## src/rtl/dpb_pkg.sv

```systemverilog
// Shared types, widths and constants for the depth pixel back-projection block.
// Used by every module in rtl/; depends on nothing else.
package dpb_pkg;

  // Frame geometry and fixed-point format.
  localparam int MAX_DIM   = 4096;
  localparam int DIM_W     = $clog2(MAX_DIM);
  localparam int FRAC_BITS = 16;
  localparam int INV_FRAC  = 24;
  localparam int Z_SHIFT   = INV_FRAC - FRAC_BITS;

  // Field widths.
  localparam int DEPTH_W  = 16;
  localparam int COLOR_W  = 8;
  localparam int GEOM_W   = 13;
  localparam int COEF_W   = 24;
  localparam int COORD_W  = 24;
  localparam int Z_W      = 23;

  // Derived arithmetic widths.
  localparam int CMP_W   = ((DIM_W > GEOM_W) ? DIM_W : GEOM_W) + 1;
  localparam int D_W     = ((DIM_W + 1) > GEOM_W) ? (DIM_W + 1) : GEOM_W;
  localparam int ZF_W    = DEPTH_W + COEF_W;
  localparam int PROD_W  = D_W + Z_W;
  localparam int LO_W    = (PROD_W + 1) / 2;
  localparam int HI_W    = PROD_W - LO_W;
  localparam int PLO_W   = LO_W + COEF_W;
  localparam int PHI_W   = HI_W + COEF_W;
  localparam int SUM_W   = PROD_W + COEF_W;

  // Configuration port.
  localparam int CFG_IDX_W  = 3;
  localparam int CFG_DATA_W = 24;

  localparam logic [CFG_IDX_W-1:0] REG_IMAGE_WIDTH     = 3'd0;
  localparam logic [CFG_IDX_W-1:0] REG_IMAGE_HEIGHT    = 3'd1;
  localparam logic [CFG_IDX_W-1:0] REG_CENTER_X_TWICE  = 3'd2;
  localparam logic [CFG_IDX_W-1:0] REG_CENTER_Y_TWICE  = 3'd3;
  localparam logic [CFG_IDX_W-1:0] REG_INV_TWO_FOCAL   = 3'd4;
  localparam logic [CFG_IDX_W-1:0] REG_DEPTH_TO_METERS = 3'd5;
  localparam logic [CFG_IDX_W-1:0] REG_MAX_DEPTH_RAW   = 3'd6;

  localparam logic [GEOM_W-1:0]  RST_IMAGE_WIDTH     = 13'd640;
  localparam logic [GEOM_W-1:0]  RST_IMAGE_HEIGHT    = 13'd480;
  localparam logic [GEOM_W-1:0]  RST_CENTER_X_TWICE  = 13'd319;
  localparam logic [GEOM_W-1:0]  RST_CENTER_Y_TWICE  = 13'd239;
  localparam logic [COEF_W-1:0]  RST_INV_TWO_FOCAL   = 24'd27060;
  localparam logic [COEF_W-1:0]  RST_DEPTH_TO_METERS = 24'd16777;
  localparam logic [DEPTH_W-1:0] RST_MAX_DEPTH_RAW   = 16'd1200;

  // Queue sizes.
  localparam int Q_DEPTH   = 4;
  localparam int Q_PTR_W   = $clog2(Q_DEPTH);
  localparam int Q_CNT_W   = $clog2(Q_DEPTH + 1);
  localparam int OUT_DEPTH = 8;
  localparam int OUT_PTR_W = $clog2(OUT_DEPTH);
  localparam int OUT_CNT_W = $clog2(OUT_DEPTH + 1);
  localparam int STAGES    = 4;
  localparam int INF_W     = $clog2(STAGES + 1);

  typedef struct packed {
    logic [GEOM_W-1:0]  image_width;
    logic [GEOM_W-1:0]  image_height;
    logic [GEOM_W-1:0]  center_x_twice;
    logic [GEOM_W-1:0]  center_y_twice;
    logic [COEF_W-1:0]  inv_two_focal;
    logic [COEF_W-1:0]  depth_to_meters;
    logic [DEPTH_W-1:0] max_depth_raw;
  } dpb_cfg_t;

  typedef struct packed {
    logic [COLOR_W-1:0] blue;
    logic [COLOR_W-1:0] green;
    logic [COLOR_W-1:0] red;
  } dpb_color_t;

  typedef struct packed {
    logic [DIM_W-1:0]   col;
    logic [DIM_W-1:0]   row;
    logic [DEPTH_W-1:0] depth_raw;
    dpb_color_t         color;
  } dpb_item_t;

  typedef struct packed {
    logic [COORD_W-1:0] point_x;
    logic [COORD_W-1:0] point_y;
    logic [Z_W-1:0]     point_z;
    dpb_color_t         color;
  } dpb_result_t;

endpackage

```

## src/rtl/dpb_queue.sv

```systemverilog
// Short register queue of classified pixels between the front and the back end.
// Depends on dpb_pkg for the item type and queue depth.
module dpb_queue import dpb_pkg::*; (
  input  logic      clk,
  input  logic      rst,
  input  logic      wr,
  input  dpb_item_t wdata,
  output logic      full,
  input  logic      rd,
  output dpb_item_t rdata,
  output logic      empty
);

  dpb_item_t            mem [Q_DEPTH];
  logic [Q_PTR_W-1:0]   wptr;
  logic [Q_PTR_W-1:0]   rptr;
  logic [Q_CNT_W-1:0]   count;

  assign full  = (count == Q_CNT_W'(Q_DEPTH));
  assign empty = (count == '0);
  assign rdata = mem[rptr];

  // Storage is written only; it needs no reset.
  always_ff @(posedge clk) begin
    if (wr) begin
      mem[wptr] <= wdata;
    end
  end

  // Pointers and fill level.
  always_ff @(posedge clk) begin
    if (rst) begin
      wptr  <= '0;
      rptr  <= '0;
      count <= '0;
    end else begin
      if (wr) begin
        wptr <= wptr + 1'b1;
      end
      if (rd) begin
        rptr <= rptr + 1'b1;
      end
      if (wr && !rd) begin
        count <= count + 1'b1;
      end else if (rd && !wr) begin
        count <= count - 1'b1;
      end
    end
  end

`ifndef SYNTHESIS
  a_count_bound : assert property (@(posedge clk) disable iff (rst)
    count <= Q_CNT_W'(Q_DEPTH))
    else $error("queue fill level above its depth");
  a_count_step : assert property (@(posedge clk) disable iff (rst)
    (wr && !rd) |=> (count == $past(count) + 1'b1))
    else $error("queue fill level did not follow a lone write");
`endif

endmodule

```

## config.mk

```make
export PLATFORM = sky130hd
export DESIGN_NAME = dpb_queue
export DESIGN_NICKNAME = d
export VERILOG_FILES = /design/src/rtl/dpb_pkg.sv /design/src/rtl/dpb_queue.sv
export SDC_FILE = /design/constraint.sdc
export NUM_CORES = 1
export LEC_CHECK = 0
export ABC_AREA = 1
export BUFFER_PORTS_ARGS = -buffer_cell sky130_fd_sc_hd__buf_2
export CAP_MARGIN = 40
export CORE_UTILIZATION = 45
export DETAILED_ROUTE_END_ITERATION = 10
export GPL_ROUTABILITY_DRIVEN = 0
export GPL_TIMING_DRIVEN = 0
export HOLD_SLACK_MARGIN = 0.03
export PLACE_DENSITY_LB_ADDON = 0.25
export SYNTH_ARGS = -nofsm -noshare
export SYNTH_HDL_FRONTEND = slang
export SYNTH_SLANG_ARGS = --single-unit
```

## constraint.sdc

```tcl
create_clock -name clk -period 2.3 [get_ports clk]
set_input_delay 0.23 -clock clk [delete_from_list [all_inputs] [get_ports clk]]
set_output_delay 0.23 -clock clk [all_outputs]
set_load 0.005 [all_outputs]
```

==> impl_metrics.json, run 1 <==
{
  "cts_tree": "yes",
  "syn_nets": 751,
  "cts_setup_buffers": 0,
  "route.final.wire_length_um": 21500,
  "synthFlopType": "edfxtp_1",
  "fin_cells": 1208,
  "clock_latency_ps": 520,
  "synth_edf_count": 256,
  "dr_total_vias": 6316,
  "worst_slew_pin_slew_ps": 517,
  "h-tree-depth": 1,
  "start_kind": "flip-flop",
  "grt_pass1_wl_um": 32300,
  "viasPerCell": 5.23,
  "cts.sinks": 265,
  "drive_gt1_share_pct": 24.2,
  "clkPwrFrac_pct": 42.7,
  "regArea_um2": 7870,
  "worstSetupPathType": "reg -> out",
  "antenna_found_initial": 1,
  "wl_per_cell_um": 17.8,
  "grt_start_max_net_pins": 38,
  "dieArea_um2": 22700,
  "p_int_mw": 9.17,
  "drv_cap": 0,
  "clock_path_buffers": 3,
  "syn_inst": 677,
  "multiInputGateArea_um2": 1730,
  "clock-skew-final_ps": 7.67,
  "numPortBuffers": 133,
  "cts_root_buffer": "clkbuf_16",
  "areaGrowthSynthToFinish_pct": 28.3,
  "dpl.cell_count": 1094,
  "worstPathArrival_ps": 1960,
  "p_leak_nw": 4.62,
  "syn_area_um2": 9950,
  "swShare_pct": 20.8,
  "fill_cells": 1733,
  "drt_iter0_drc": 426,
  "first_global_vias": 6209,
  "ys_async_sr_fraction_pct": 0,
  "grt-ovfl-total": 0,
  "crit_fanout": 10,
  "dr.pass1.iters": 5,
  "clkTransAtPathRegs_ps": 60,
  "seq_power_share_pct": 48.0,
  "die-height_um": 151,
  "finalCritPeriodShare_pct": 95.4,
  "rsz0062_at_grt": "false",
  "ioPinCount": 134,
  "drc_errors": 0,
  "final_util_pct": 58.7,
  "synth_cell_types": 22,
  "row_count": 54,
  "track_usage_pct": 18.9,
  "yosysWarnings": 0,
  "fin_crit_ps": 2190,
  "hold_path.class": "in -> reg",
  "status": "completed",
  "synth_seq_area_share_pct": 79.1,
  "diodes": 0,
  "syn_avg_cell_area_um2": 14.7,
  "cts_buffers": 27,
  "final-setup-viol-count": 0,
  "die_w_um": 151,
  "cp.required_ps": 2070,
  "initial_core_util_pct": 45.7,
  "fmax_mhz": 456,
  "dp_hpwl_um": 12500,
  "critPathCaptureType": "primary output",
  "ys_seq_elements": 265,
  "fin_area_um2": 12800,
  "core_area_um2": 21800,
  "p_switching_mw": 2.41,
  "cellPowerDensity_nw_per_um2": 908,
  "fin_nets": 982,
  "comb_power_share_pct": 9.2,
  "postRouteAntennaNets": 0,
  "hold_viol_final": 0,
  "maxSlewViolCount": 0,
  "dpl-instance-area_um2": 11100,
  "reg2reg_setup_slack_ps": 620,
  "slew_headroom_pct": 65.5,
  "ir_drop_mv": 0.620
}
[layout make-up]
type,count,area share [%]
plain buffers,41,2.32
flip-flops and latches,265,61.6
repair buffers,202,11.1
inverters,17,0.627
clock inverters,17,2.47
multi-input cells,354,13.6
clock buffers,32,5.60
well taps,280,2.74
[critical path, cell delays in order (launching register included)]
cell	delay, ps
dfxtp_1	370
buf_4	220
clkbuf_2	260
o21ai_0	120
o22ai_1	290
buf_2	180
[state kept, by name, indices dropped and copies added (netlist names), named ones only]
signal	count
rptr	2
count	3
wptr	2
mem	256
[routing by layer]
metal	vias up	part of all wire, %	GRT usage, %
met5	-	0.037	0
met1	3082	44	25.0
met4	2	1.7	4.80
met2	192	48	32.2
li1	3006	-	-
met3	34	6.0	3.52
[power groups by stage]
| stage | registers, mW | logic, mW | clock network [mW] |
|---|---|---|---|
| 2_1_floorplan | 5.67 | 0.505 | 0 |
| 3_3_place_gp | 5.68 | 0.948 | 0 |
| 3_5_place_dp | 5.67 | 0.985 | 0 |
| 4_1_cts | 5.56 | 1.08 | 5.02 |
| 5_1_grt | 5.58 | 1.18 | 5.20 |
| 6_report | 5.56 | 1.07 | 4.95 |
[synth_stat cells, drive strengths merged (2+ instances only)]
master  number  area, um^2
clkbuf      17        67.6
nand2        9        33.8
ha           5        62.6
dfxtp        9         180
o22ai       64         400
inv         16        62.6
o21ai      133         666
nor3         2        10.0
edfxtp     256        7690
a21oi        3        15.0
nor2       134         503
buf         24         215
[final timing paths]
| kind | startpoint | end | cells past startpoint |
|---|---|---|---|
| setup / recovery | flip-flop | rdata[7] | 5 |
| hold / removal | wr | wptr[0]$_SDFFE_PP0P_ | 3 |
| setup reg to reg | wptr[0]$_SDFFE_PP0P_ | mem[0][33]$_DFFE_PP_ | 5 |
| hold reg to reg | rptr[1]$_SDFFE_PP0P_ | rptr[1]$_SDFFE_PP0P_ | 1 |
[cells by family (layout without fill, tap and decap cells)]
| kind of cell | Yosys count | in the layout | synth area share (%) |
|---|---|---|---|
| and+or+nand+nor | 147 | 147 | 5.61 |
| DFF | 265 | 265 | 79.1 |
| xor gates and xnor gates | 1 | 1 | 0.0881 |
| adders and majority gates | 6 | 6 | 0.830 |
| AOI/OAI and AO/OA | 200 | 200 | 10.9 |
| buffers and inverters | 58 | 309 | 3.51 |
[placed cells by master, fill, tap and decap left out, types with 11 or more instances in the layout]
| cell | instances |
|---|---|
| edfxtp_1 | 256 |
| clkbuf_2 | 14 |
| buf_6 | 14 |
| inv_1 | 11 |
| o21ai_0 | 77 |
| nor2_1 | 134 |
| clkbuf_16 | 27 |
| buf_2 | 140 |
| dlygate4sd3_1 | 65 |
| o21ai_1 | 56 |
| o22ai_1 | 64 |
[stage by stage]
step	worst slack (ps)	setup TNS [ps]	total power, mW	hold slack (ps)
final	106	0	11.6	55.7
after global routing	19.0	0	12.0	54.7
after CTS	2.81	0	11.7	35.3
after detailed placement	565	0	6.65	407
after global placement	-1010	-236400	6.63	404
after floorplan	49.3	0	6.17	302
[timing repair]
action | 4_1_cts | 5_1_grt
gates cloned | 0 | 0
endpoints found under the hold margin | 257 | 0
hold buffers | 65 | 0
endpoints found under the setup margin | 1 | 29
gates resized for setup | 1 | 21
(Power assumes the default switching activity.)
==> run 2: changes to the inputs <==
Settings changed: BUFFER_PORTS_ARGS -buffer_cell sky130_fd_sc_hd__buf_2 to default, DONT_BUFFER_PORTS from default to 1, SLEW_MARGIN from default to 25.
==> impl_metrics.json, run 2 (synthesized netlist as in run 1, its figures left out) <==
{
  "status": "completed",
  "clock_latency_ps": 520,
  "power_mw": 10.5,
  "timing.rr.end": "mem[2][51]$_DFFE_PP_",
  "reg2reg_setup_slack_ps": 540,
  "fin_crit_ps": 2160,
  "grt-ovfl-total": 0,
  "route.final.wire_length_um": 22000,
  "viasPerCell": 5.46,
  "die_w_um": 151,
  "grt_start_max_net_pins": 35,
  "track_usage_pct": 19.1,
  "fin_nets": 850,
  "wl_per_cell_um": 20.5,
  "ir_drop_mv": 0.605,
  "antenna_found_initial": 0,
  "numPortBuffers": 0,
  "row_count": 54,
  "clock_path_buffers": 3,
  "dr_total_vias": 5854,
  "dpl.cell_count": 961,
  "cts_root_buffer": "clkbuf_16",
  "p_leak_nw": 3.99,
  "holdPathEnd": "count[1]$_SDFFE_PP0P_",
  "largest-register": "mem",
  "initial_core_util_pct": 45.7,
  "grt_pass1_wl_um": 32400,
  "first_global_vias": 5958,
  "clkTransAtPathRegs_ps": 60,
  "hold_depth": 3,
  "worst_slew_pin_slew_ps": 559,
  "layout.cells.most_common": "edfxtp_1",
  "slew_headroom_pct": 62.8,
  "rsz0062_at_grt": "false",
  "clock-skew-final_ps": 14.4,
  "core_area_um2": 21800,
  "cellPowerDensity_nw_per_um2": 884,
  "drt_iter0_drc": 350,
  "worstPathArrival_ps": 1930,
  "cts_buffers": 26,
  "postRouteAntennaNets": 0,
  "cp.required_ps": 2070,
  "die-height_um": 151,
  "ioPinCount": 134,
  "reg2regPathDepth": 5,
  "drc_errors": 0,
  "crit_fanout": 10,
  "fin_cells": 1072,
  "dr.pass1.iters": 4,
  "final-setup-viol-count": 0,
  "dpl-instance-area_um2": 10400,
  "critPathCaptureType": "primary output",
  "largest_reg_flops": 256,
  "fmax_mhz": 463,
  "reg_top3": "mem (256), count (3)",
  "dieArea_um2": 22700,
  "dp_hpwl_um": 13200,
  "cts_tree": "yes",
  "worstSetupPathType": "reg -> out",
  "hold_slack_ps": 81.3,
  "maxSlewViolCount": 0,
  "fin_area_um2": 11900,
  "final_util_pct": 54.6,
  "cts_setup_buffers": 0,
  "drive_gt1_share_pct": 9.22,
  "areaGrowthSynthToFinish_pct": 19.5,
  "timing.rr.start": "wptr[0]$_SDFFE_PP0P_",
  "h-tree-depth": 1,
  "diodes": 0,
  "hold_viol_final": 0,
  "finalCritPeriodShare_pct": 93.8,
  "start_kind": "flip-flop",
  "cts.sinks": 265,
  "hold_path.class": "in -> reg",
  "worstHoldStart": "wr",
  "final_cell_mix": "edfxtp_1, nor2_1, o21ai_0",
  "drv_cap": 0
}
run 2: changes by cell type in the layout (fill, tap and decap cells not counted), sizes merged:
cell / delta
dlygate4sd3: +2
buf: -132
bufinv: -6
clkbuf: -6
clkinv: +9
clkinvlp: -3
run 2: worst max-delay path by stage:
stage | start | endpoint | slack [ps] | depth (start not counted)
after CTS | flip-flop | rdata[1] | 6 | 4
after detailed placement | wptr[0]$_SDFFE_PP0P_ | mem[2][33]$_DFFE_PP_ | 520 | 5
after floorplan | wptr[0]$_SDFFE_PP0P_ | mem[2][0]$_DFFE_PP_ | 50 | 4
final | flip-flop | rdata[45] | 140 | 4
after global placement | wptr[0]$_SDFFE_PP0P_ | mem[0][33]$_DFFE_PP_ | -960 | 4
after global routing | flip-flop | rdata[11] | 2 | 4
run 2: layout make-up:
cell class	instances	area, um^2
buffer	41	287
clock buffer	27	676
clock inverter	17	150
fill	1769	9870
inverter	17	76.3
multi-input combinational	354	1730
sequential	265	7870
tap	280	350
timing repair buffer	71	751
run 2: timing repair:
item                                    4_1_cts  5_1_grt
hold endpoints to repair                    265        0
endpoints found under the setup margin        0        4
resized for setup                             0        7
hold buffers                                 67        0
run 2: layer usage:
layer | GRT usage [%] | up-vias | share of wire [%]
li1 | - | 2748 | -
met3 | 4.09 | 31 | 6.5
met5 | 0 | - | 0
met2 | 34.2 | 173 | 51
met1 | 23.3 | 2902 | 41
met4 | 5.40 | 0 | 1.9
run 2: metrics by stage:
stage,setup slack (ps),TNS [ps]
after floorplan,49.3,0
after CTS,5.53,0
after global routing,1.80,0
final,142,0
after global placement,-957,-233970
after detailed placement,524,0
run 2: critical path, stage by stage, from the launching register on:
cell and delay, ps:
dfxtp_1 330, buf_4 200, clkbuf_1 410, o21ai_0 200, o22ai_1 280
run 2: power breakdown:
group / total, mW / internal (mW) / switching (mW)
sequential: 5.57 / 5.51 / 0.0546
combinational: 0.891 / 0.300 / 0.592
clock: 4.05 / 2.43 / 1.62
total: 10.5 / 8.25 / 2.26
