`src/rtl/dpb_pkg.sv`:
```
// Shared types, widths and constants for the depth pixel back-projection block.
// Used by every module in rtl/; depends on nothing else.
package dpb_pkg;

  // Frame geometry and fixed-point format.
  localparam int MAX_DIM   = 4096;
  localparam int DIM_W     = $clog2(MAX_DIM);
  localparam int FRAC_BITS = 16;
  localparam int INV_FRAC  = 24;
  localparam int Z_SHIFT   = INV_FRAC - FRAC_BITS;

  // Field widths.
  localparam int DEPTH_W  = 16;
  localparam int COLOR_W  = 8;
  localparam int GEOM_W   = 13;
  localparam int COEF_W   = 24;
  localparam int COORD_W  = 24;
  localparam int Z_W      = 23;

  // Derived arithmetic widths.
  localparam int CMP_W   = ((DIM_W > GEOM_W) ? DIM_W : GEOM_W) + 1;
  localparam int D_W     = ((DIM_W + 1) > GEOM_W) ? (DIM_W + 1) : GEOM_W;
  localparam int ZF_W    = DEPTH_W + COEF_W;
  localparam int PROD_W  = D_W + Z_W;
  localparam int LO_W    = (PROD_W + 1) / 2;
  localparam int HI_W    = PROD_W - LO_W;
  localparam int PLO_W   = LO_W + COEF_W;
  localparam int PHI_W   = HI_W + COEF_W;
  localparam int SUM_W   = PROD_W + COEF_W;

  // Configuration port.
  localparam int CFG_IDX_W  = 3;
  localparam int CFG_DATA_W = 24;

  localparam logic [CFG_IDX_W-1:0] REG_IMAGE_WIDTH     = 3'd0;
  localparam logic [CFG_IDX_W-1:0] REG_IMAGE_HEIGHT    = 3'd1;
  localparam logic [CFG_IDX_W-1:0] REG_CENTER_X_TWICE  = 3'd2;
  localparam logic [CFG_IDX_W-1:0] REG_CENTER_Y_TWICE  = 3'd3;
  localparam logic [CFG_IDX_W-1:0] REG_INV_TWO_FOCAL   = 3'd4;
  localparam logic [CFG_IDX_W-1:0] REG_DEPTH_TO_METERS = 3'd5;
  localparam logic [CFG_IDX_W-1:0] REG_MAX_DEPTH_RAW   = 3'd6;

  localparam logic [GEOM_W-1:0]  RST_IMAGE_WIDTH     = 13'd640;
  localparam logic [GEOM_W-1:0]  RST_IMAGE_HEIGHT    = 13'd480;
  localparam logic [GEOM_W-1:0]  RST_CENTER_X_TWICE  = 13'd319;
  localparam logic [GEOM_W-1:0]  RST_CENTER_Y_TWICE  = 13'd239;
  localparam logic [COEF_W-1:0]  RST_INV_TWO_FOCAL   = 24'd27060;
  localparam logic [COEF_W-1:0]  RST_DEPTH_TO_METERS = 24'd16777;
  localparam logic [DEPTH_W-1:0] RST_MAX_DEPTH_RAW   = 16'd1200;

  // Queue sizes.
  localparam int Q_DEPTH   = 4;
  localparam int Q_PTR_W   = $clog2(Q_DEPTH);
  localparam int Q_CNT_W   = $clog2(Q_DEPTH + 1);
  localparam int OUT_DEPTH = 8;
  localparam int OUT_PTR_W = $clog2(OUT_DEPTH);
  localparam int OUT_CNT_W = $clog2(OUT_DEPTH + 1);
  localparam int STAGES    = 4;
  localparam int INF_W     = $clog2(STAGES + 1);

  typedef struct packed {
    logic [GEOM_W-1:0]  image_width;
    logic [GEOM_W-1:0]  image_height;
    logic [GEOM_W-1:0]  center_x_twice;
    logic [GEOM_W-1:0]  center_y_twice;
    logic [COEF_W-1:0]  inv_two_focal;
    logic [COEF_W-1:0]  depth_to_meters;
    logic [DEPTH_W-1:0] max_depth_raw;
  } dpb_cfg_t;

  typedef struct packed {
    logic [COLOR_W-1:0] blue;
    logic [COLOR_W-1:0] green;
    logic [COLOR_W-1:0] red;
  } dpb_color_t;

  typedef struct packed {
    logic [DIM_W-1:0]   col;
    logic [DIM_W-1:0]   row;
    logic [DEPTH_W-1:0] depth_raw;
    dpb_color_t         color;
  } dpb_item_t;

  typedef struct packed {
    logic [COORD_W-1:0] point_x;
    logic [COORD_W-1:0] point_y;
    logic [Z_W-1:0]     point_z;
    dpb_color_t         color;
  } dpb_result_t;

endpackage

```
`src/rtl/dpb_front.sv`:
```
// Front end: accepts pixel requests, tracks column and row, drops empty or
// out-of-range depths and forwards the rest to the queue. Depends on dpb_pkg.
module dpb_front import dpb_pkg::*; (
  input  logic               clk,
  input  logic               rst,
  input  dpb_cfg_t           cfg,
  input  logic               push,
  input  logic [DEPTH_W-1:0] depth_raw,
  input  logic [COLOR_W-1:0] blue,
  input  logic [COLOR_W-1:0] green,
  input  logic [COLOR_W-1:0] red,
  output logic               full,
  input  logic               q_full,
  output logic               q_wr,
  output dpb_item_t          q_item
);

  logic [DIM_W-1:0] column_count;
  logic [DIM_W-1:0] row_count;
  logic [DIM_W-1:0] column_count_next;
  logic [DIM_W-1:0] row_count_next;
  logic             accept;
  logic             keep;
  logic             col_last;
  logic             row_last;

  assign full   = q_full;
  assign accept = push && !q_full;

  // A pixel is kept when its depth is non-zero and within the configured limit.
  assign keep = (depth_raw != '0) && (depth_raw <= cfg.max_depth_raw);
  assign q_wr = accept && keep;

  assign q_item.col         = column_count;
  assign q_item.row         = row_count;
  assign q_item.depth_raw   = depth_raw;
  assign q_item.color.blue  = blue;
  assign q_item.color.green = green;
  assign q_item.color.red   = red;

  // Wrap tests: the configured size, or the last position the counter can hold.
  assign col_last = ((CMP_W'(column_count) + CMP_W'(1)) >= CMP_W'(cfg.image_width)) ||
                    (column_count == DIM_W'(MAX_DIM - 1));
  assign row_last = ((CMP_W'(row_count) + CMP_W'(1)) >= CMP_W'(cfg.image_height)) ||
                    (row_count == DIM_W'(MAX_DIM - 1));

  always_comb begin
    column_count_next = column_count;
    row_count_next    = row_count;
    if (col_last) begin
      column_count_next = '0;
      row_count_next    = row_last ? '0 : row_count + 1'b1;
    end else begin
      column_count_next = column_count + 1'b1;
    end
  end

  // Every accepted pixel advances the position, dropped ones too.
  always_ff @(posedge clk) begin
    if (rst) begin
      column_count <= '0;
      row_count    <= '0;
    end else if (accept) begin
      column_count <= column_count_next;
      row_count    <= row_count_next;
    end
  end

endmodule

```
`config.mk`:
```
export PLATFORM = sky130hd
export DESIGN_NAME = dpb_front
export DESIGN_NICKNAME = d
export VERILOG_FILES = /design/src/rtl/dpb_pkg.sv /design/src/rtl/dpb_front.sv
export SDC_FILE = /design/constraint.sdc
export NUM_CORES = 1
export LEC_CHECK = 0
export ABC_AREA = 1
export CAP_MARGIN = 0
export CORE_AREA = 2 2 87 89
export CTS_BUF_LIST = sky130_fd_sc_hd__clkbuf_16
export DETAILED_ROUTE_END_ITERATION = 16
export DIE_AREA = 0 0 89 91
export DONT_BUFFER_PORTS = 1
export GPL_TIMING_DRIVEN = 0
export PLACE_DENSITY_LB_ADDON = 0.3
export SLEW_MARGIN = 30
export SYNTH_ARGS = -nofsm -noshare
export SYNTH_HDL_FRONTEND = slang
export SYNTH_SLANG_ARGS = --single-unit
```
`constraint.sdc`:
```
create_clock -name clk -period 7.7 [get_ports clk]
set_input_delay 0.77 -clock clk [delete_from_list [all_inputs] [get_ports clk]]
set_output_delay 0.77 -clock clk [all_outputs]
set_load 0.05 [all_outputs]
```
==> flow_summary.json, run 1 <==
{
  "met2WireLength_um": 3380,
  "regArea_sq_um": 480,
  "cts_resized": 0,
  "netlist_instances": 482,
  "root_buffer": "clkbuf_16",
  "initial_utilization_pct": 42.6,
  "post_cts_buffers": 0,
  "htree_levels": 1,
  "hold_viol_final": 0,
  "vias_per_cell": 4.97,
  "clockBufferDepth": 2,
  "fin_setup_tns_ns": 0,
  "top_layer": "met5",
  "swShare_pct": 32.5,
  "multi_input_area_sq_um": 1870,
  "dr.pass1.iters": 4,
  "drc_errors": 0,
  "final_cell_mix": "nand2_1 (111), inv_1 (91), ha_1 (44)",
  "powerDensity_nw_per_um2": 118,
  "switching_power_uw": 126,
  "postSynthAreaPerCell_sq_um": 6.30,
  "power_frac_clock_pct": 39.2,
  "end_kind": "flip-flop",
  "hold_depth": 3,
  "nets": 691,
  "slew_violations": 0,
  "final_common_cell": "nand2_1",
  "die_x_um": 89,
  "seq_area_frac_synth_pct": 15.8,
  "cts_tree": "built",
  "ioPinCount": 226,
  "dp_hpwl_um": 6410,
  "coreArea_sq_um": 7140,
  "wl_per_cell_um": 13.0,
  "regToRegSetupSlack_ns": 4.30,
  "synthesis.area_sq_um": 3040,
  "ir_drop_uv": 67.6,
  "wl_met3_um": 1050,
  "rr_startpoint": "column_count[0]",
  "setup_viol": 0,
  "via_count": 2910,
  "cts_sinks": 24,
  "cts.clk_slew.worst_paths_ns": 0.07,
  "max-cap-violations": 0,
  "drive_above_1_share_pct": 13.0,
  "met1Wirelength_um": 3100,
  "synth_area_leaders": "ha_1 (18%), dfxtp_1 (16%), nand2_1 (14%)",
  "synth_nets": 686,
  "rsz0062_at_grt": "no",
  "hold_start": "rst",
  "place.gp.congestion": 0.849,
  "rr_worst_depth": 18,
  "clk-insertion-delay-late_ns": 0.26,
  "tightest_slew_ns": 0.712,
  "fin_crit_sh_pct": 44.1,
  "area_growth_pct": 7.74,
  "relSlewSlack_pct": 52.5,
  "p_int_uw": 260,
  "pwr-share-comb_pct": 27.2,
  "cts_hold_buf": 0,
  "grt_first_pass_wirelength_um": 11800,
  "grt_pass1_vias": 2663,
  "power_uw": 386,
  "wl_um": 7600,
  "ys_types": 30,
  "io_buffer_count": 0,
  "p_seq_share_pct": 33.7,
  "status": "completed",
  "grt_max_degree": 15,
  "fmax_mhz": 295,
  "first_iter_violations": 83,
  "critPathArrivalTime_ns": 3.60,
  "regToRegEndpoint": "row_count[8]",
  "holdCritPathClass": "input pin to flip-flop",
  "dieArea_sq_um": 8100,
  "fill_cells": 766,
  "leakagePower_uw": 0.00184,
  "cts_made_buffers": 3,
  "crit_required_ns": 7.90,
  "clock_skew_ns": 0.00456,
  "grt_overflow_total": 0,
  "row_count": 31,
  "synth_seq_cells": 24,
  "min_period_ns": 3.40,
  "path_max_fanout": 10,
  "min_to": "column_count[11]",
  "track_usage_pct": 18.2,
  "yosys_warnings": 0,
  "cp-start-kind": "flip-flop",
  "die_y_um": 91,
  "antenna_left": 0,
  "antenna_found_initial": 2,
  "synth_top_area_cell": "ha_1",
  "critPathKind": "flip-flop to flip-flop",
  "yosys.area.top_type_share_pct": 18.1
}
final cells by class:
type	instances	area share (%)
multi-input cells	317	57.1
flip-flops and latches	24	14.7
inverters	93	10.7
plain buffers	48	10.5
well taps	99	3.78
clock buffers	3	2.29
clock inverters	1	0.917
diodes	1	0.0765
registers in the layout, indices dropped and copies added (netlist names):
name and count:
column_count 12, row_count 12
critical path, stage by stage, from the launching register on:
cell     delay (ns)
dfxtp_1        0.77
ha_1           0.34
nand2_1        0.09
nor2_2         0.17
nand2_2        0.11
inv_1          0.10
nand2_1        0.07
nor3b_1        0.23
ha_1           0.29
nand2_1        0.10
inv_1          0.04
nand2_1        0.05
nand2_1        0.07
a21oi_1        0.12
nand4_1        0.14
nand2_2        0.18
buf_2          0.25
nand3_1        0.10
nand2_1        0.10
synthesized netlist by cell type (all sizes together):
master / count
a21oi: 27
and2: 1
buf: 45
clkbuf: 3
dfxtp: 24
ha: 44
inv: 93
mux2i: 1
nand2: 114
nand3: 27
nand3b: 1
nand4: 23
nor2: 40
nor2b: 1
nor3: 9
nor3b: 1
nor4: 6
o211ai: 1
o21ai: 6
or2: 2
xnor2: 3
xor2: 10
per-layer routing:
layer / GRT usage (%) / up-vias
met5: 0 / -
met4: 2.99 / 2
met3: 7.27 / 8
met2: 31.2 / 158
met1: 21.4 / 1242
li1: - / 1500
power by group through the flow:
| stage | clock (uW) | sequential (uW) | combinational, uW |
|---|---|---|---|
| after floorplan | 0 | 132 | 94.5 |
| after global placement | 0 | 133 | 104 |
| after detailed placement | 0 | 133 | 105 |
| after CTS | 152 | 130 | 106 |
| after global routing | 157 | 130 | 115 |
| final | 151 | 130 | 105 |
through the flow:
stage | util (%) | hold WS (ns) | setup slack [ns] | cells | cell area, sq um
floorplan | - | 0.714 | 4.56 | 482 | 3040
global placement | 44.3 | 0.752 | 4.25 | 581 | 3160
detailed placement | 44.4 | 0.763 | 4.31 | 581 | 3170
CTS | 45.8 | 0.758 | 4.27 | 585 | 3270
global route | 45.8 | 0.799 | 3.94 | 585 | 3270
finish | 45.9 | 0.760 | 4.30 | 586 | 3270
worst max path at each step:
stage          slack (ns)            start           end  cells past startpoint
2_1_floorplan        4.56          cfg[15]          q_wr                      6
3_3_place_gp         4.25          cfg[15]          q_wr                      6
3_5_place_dp         4.31  column_count[0]  row_count[8]                     18
4_1_cts              4.27  column_count[0]  row_count[8]                     18
5_1_grt              3.94  column_count[0]  row_count[7]                     18
6_report             4.30  column_count[0]  row_count[8]                     18
kinds of logic (layout without fill, tap and decap cells):
family / after synthesis / after routing / share of synthesized area, %
other: 0 / 1 / 0
buffers and inverters: 141 / 145 / 22.8
AND/OR/NAND/NOR: 225 / 225 / 33.5
adder cells (fa/ha/maj): 44 / 44 / 18.1
flip-flops: 24 / 24 / 15.8
AO/OA/AOI/OAI: 34 / 34 / 5.68
XOR/XNOR: 13 / 13 / 3.75
multiplexers: 1 / 1 / 0.330
(Power assumes the default switching activity.)
==> inputs of run 2 (changes only) <==
==> constraint.sdc (replaced) <==
create_clock -name clk -period 3.2 [get_ports clk]
set_input_delay 0.32 -clock clk [delete_from_list [all_inputs] [get_ports clk]]
set_output_delay 0.32 -clock clk [all_outputs]
set_load 0.05 [all_outputs]
==> run 2 against run 1 <==
- non-clock buffer count increased by 1
- combinational power up 140%
- maximum frequency up 17%
- critical path type unchanged
- largest cell class unchanged
==> flow_summary.json, run 2 (synthesis gave the netlist of run 1 again) <==
{
  "tightest_slew_ns": 0.710,
  "slew_violations": 0,
  "slowest_delay_ns": 0.56,
  "htree_levels": 1,
  "setup_viol": 0,
  "grt_pass1_vias": 2673,
  "fmax_mhz": 346,
  "root_buffer": "clkbuf_16",
  "cts.clk_slew.worst_paths_ns": 0.07,
  "die_x_um": 89,
  "end_kind": "flip-flop",
  "grt_overflow_total": 0,
  "place_area_sq_um": 3170,
  "dp_hpwl_um": 6410,
  "holdCritPathClass": "input pin to flip-flop",
  "ir_drop_uv": 164,
  "cpMostUsedCell": "nand2_1",
  "antenna_found_initial": 2,
  "dieArea_sq_um": 8100,
  "top_regs": "column_count x12, row_count x12",
  "cp_cell_sequence": "inv_1 -> nor2_2 -> nand2_1 -> nor3_2 -> xor2_1 -> ha_1 -> nand2_1 -> inv_1 -> nand2_1 -> nand2_1 -> a21oi_1 -> nand4_1 -> nand2_4 -> clkbuf_4 -> nand3_1 -> nand2_1",
  "place.gp.congestion": 0.849,
  "final_cell_mix": "nand2_1 (111), inv_1 (91), ha_1 (42), buf_4 (42), nor2_1 (34)",
  "min_period_ns": 2.89,
  "path_max_fanout": 10,
  "via_count": 2923,
  "clockBufferDepth": 2,
  "status": "completed",
  "io_buffer_count": 0,
  "dr.pass1.iters": 4,
  "cts_made_buffers": 3,
  "antenna_left": 0,
  "hold_viol_final": 0,
  "cp_slowest_cell": "dfxtp_2",
  "nets": 692,
  "first_iter_violations": 101,
  "area_growth_pct": 10.1,
  "initial_utilization_pct": 42.6,
  "fin_util_pct": 46.9,
  "cts_tree": "built",
  "wl_per_cell_um": 13.1,
  "cts_hold_buf": 0,
  "clk-insertion-delay-late_ns": 0.26,
  "fin_hold_ws_ns": 0.294,
  "powerDensity_nw_per_um2": 278,
  "cp-start-kind": "flip-flop",
  "fin_crit_sh_pct": 90.4,
  "track_usage_pct": 18.2,
  "relSlewSlack_pct": 52.7,
  "coreArea_sq_um": 7140,
  "final_area_sq_um": 3340,
  "rsz0062_at_grt": "no",
  "vias_per_cell": 4.98,
  "clock_skew_ns": 0.00576,
  "drive_above_1_share_pct": 17.2,
  "die_y_um": 91,
  "grt_max_degree": 15,
  "cts_sinks": 24,
  "wl_um": 7700,
  "critPathArrivalTime_ns": 3.10,
  "leakagePower_uw": 0.00187,
  "crit_required_ns": 3.40,
  "final_common_cell": "nand2_1",
  "grt_first_pass_wirelength_um": 11900,
  "max-cap-violations": 0,
  "ioPinCount": 226,
  "critPathKind": "flip-flop to flip-flop",
  "drc_errors": 0,
  "row_count": 31
}
-- run 2: cell types whose count changed in the layout (fill, tap and decap cells not counted), moves of 2 or more --
cell     change
ha_1         -2
dfxtp_2     +13
dfxtp_4      +4
dfxtp_1     -17
-- run 2: worst paths after layout --
| path | slack, ns | cells past startpoint | startpoint | to |
|---|---|---|---|---|
| max | 0.31 | 16 | column_count[2] | row_count[8] |
| min | 0.29 | 3 | rst | row_count[0] |
| max reg2reg | 0.31 | 16 | column_count[2] | row_count[8] |
| min reg2reg | 0.60 | 2 | row_count[1] | row_count[1] |
-- run 2: worst max-delay path, delay by kind of cell, from the launching register on --
family / cells / cell delay, ns
adders and majority gates: 1 / 0.30
DFF: 1 / 0.56
xor gates and xnor gates: 1 / 0.26
AOI/OAI and AO/OA: 1 / 0.12
buffers and inverters: 3 / 0.38
and+or+nand+nor: 10 / 1.21
-- run 2: report_power, final --
part           switching [uW]  internal (uW)  total, uW
Sequential               12.7            298        311
Clock                     116            249        365
Combinational             176           77.9        254
-- run 2: cell type report --
| cell class | count | area [sq um] |
|---|---|---|
| inverters | 93 | 349 |
| clock inverters | 1 | 30.0 |
| well taps | 99 | 124 |
| flip-flops and latches | 24 | 512 |
| fillers | 770 | 3790 |
| multi-input cells | 317 | 1900 |
| diodes | 1 | 2.50 |
| plain buffers | 48 | 347 |
| repair buffers | 1 | 7.51 |
| clock buffers | 3 | 75.1 |
-- run 2: what timing repair did --
item                                    in CTS  in global routing
endpoints found under the setup margin      22                 24
buffers inserted                             0                  1
gates resized for setup                      3                 25
pin swaps                                    0                  2
gates cloned                                 0                  0
-- run 2: layer usage --
| layer | GRT usage, % | up-vias | wire, um |
|---|---|---|---|
| li1 | - | 1504 | - |
| met1 | 21.4 | 1262 | 3100 |
| met2 | 31.3 | 149 | 3500 |
| met3 | 7.27 | 6 | 1050 |
| met4 | 2.99 | 2 | 35 |
| met5 | 0 | - | 13 |
-- run 2: metrics by stage --
| stage | instances | worst slack [ns] | power (uW) | TNS, ns |
|---|---|---|---|---|
| 3_3_place_gp | 581 | -0.158 | 570 | -1.52 |
| 5_1_grt | 586 | 0.0118 | 969 | 0 |
| 4_1_cts | 585 | 0.0322 | 934 | 0 |
| 6_report | 587 | 0.309 | 930 | 0 |
| 2_1_floorplan | 482 | 0.312 | 545 | 0 |
| 3_5_place_dp | 581 | -0.191 | 573 | -1.88 |
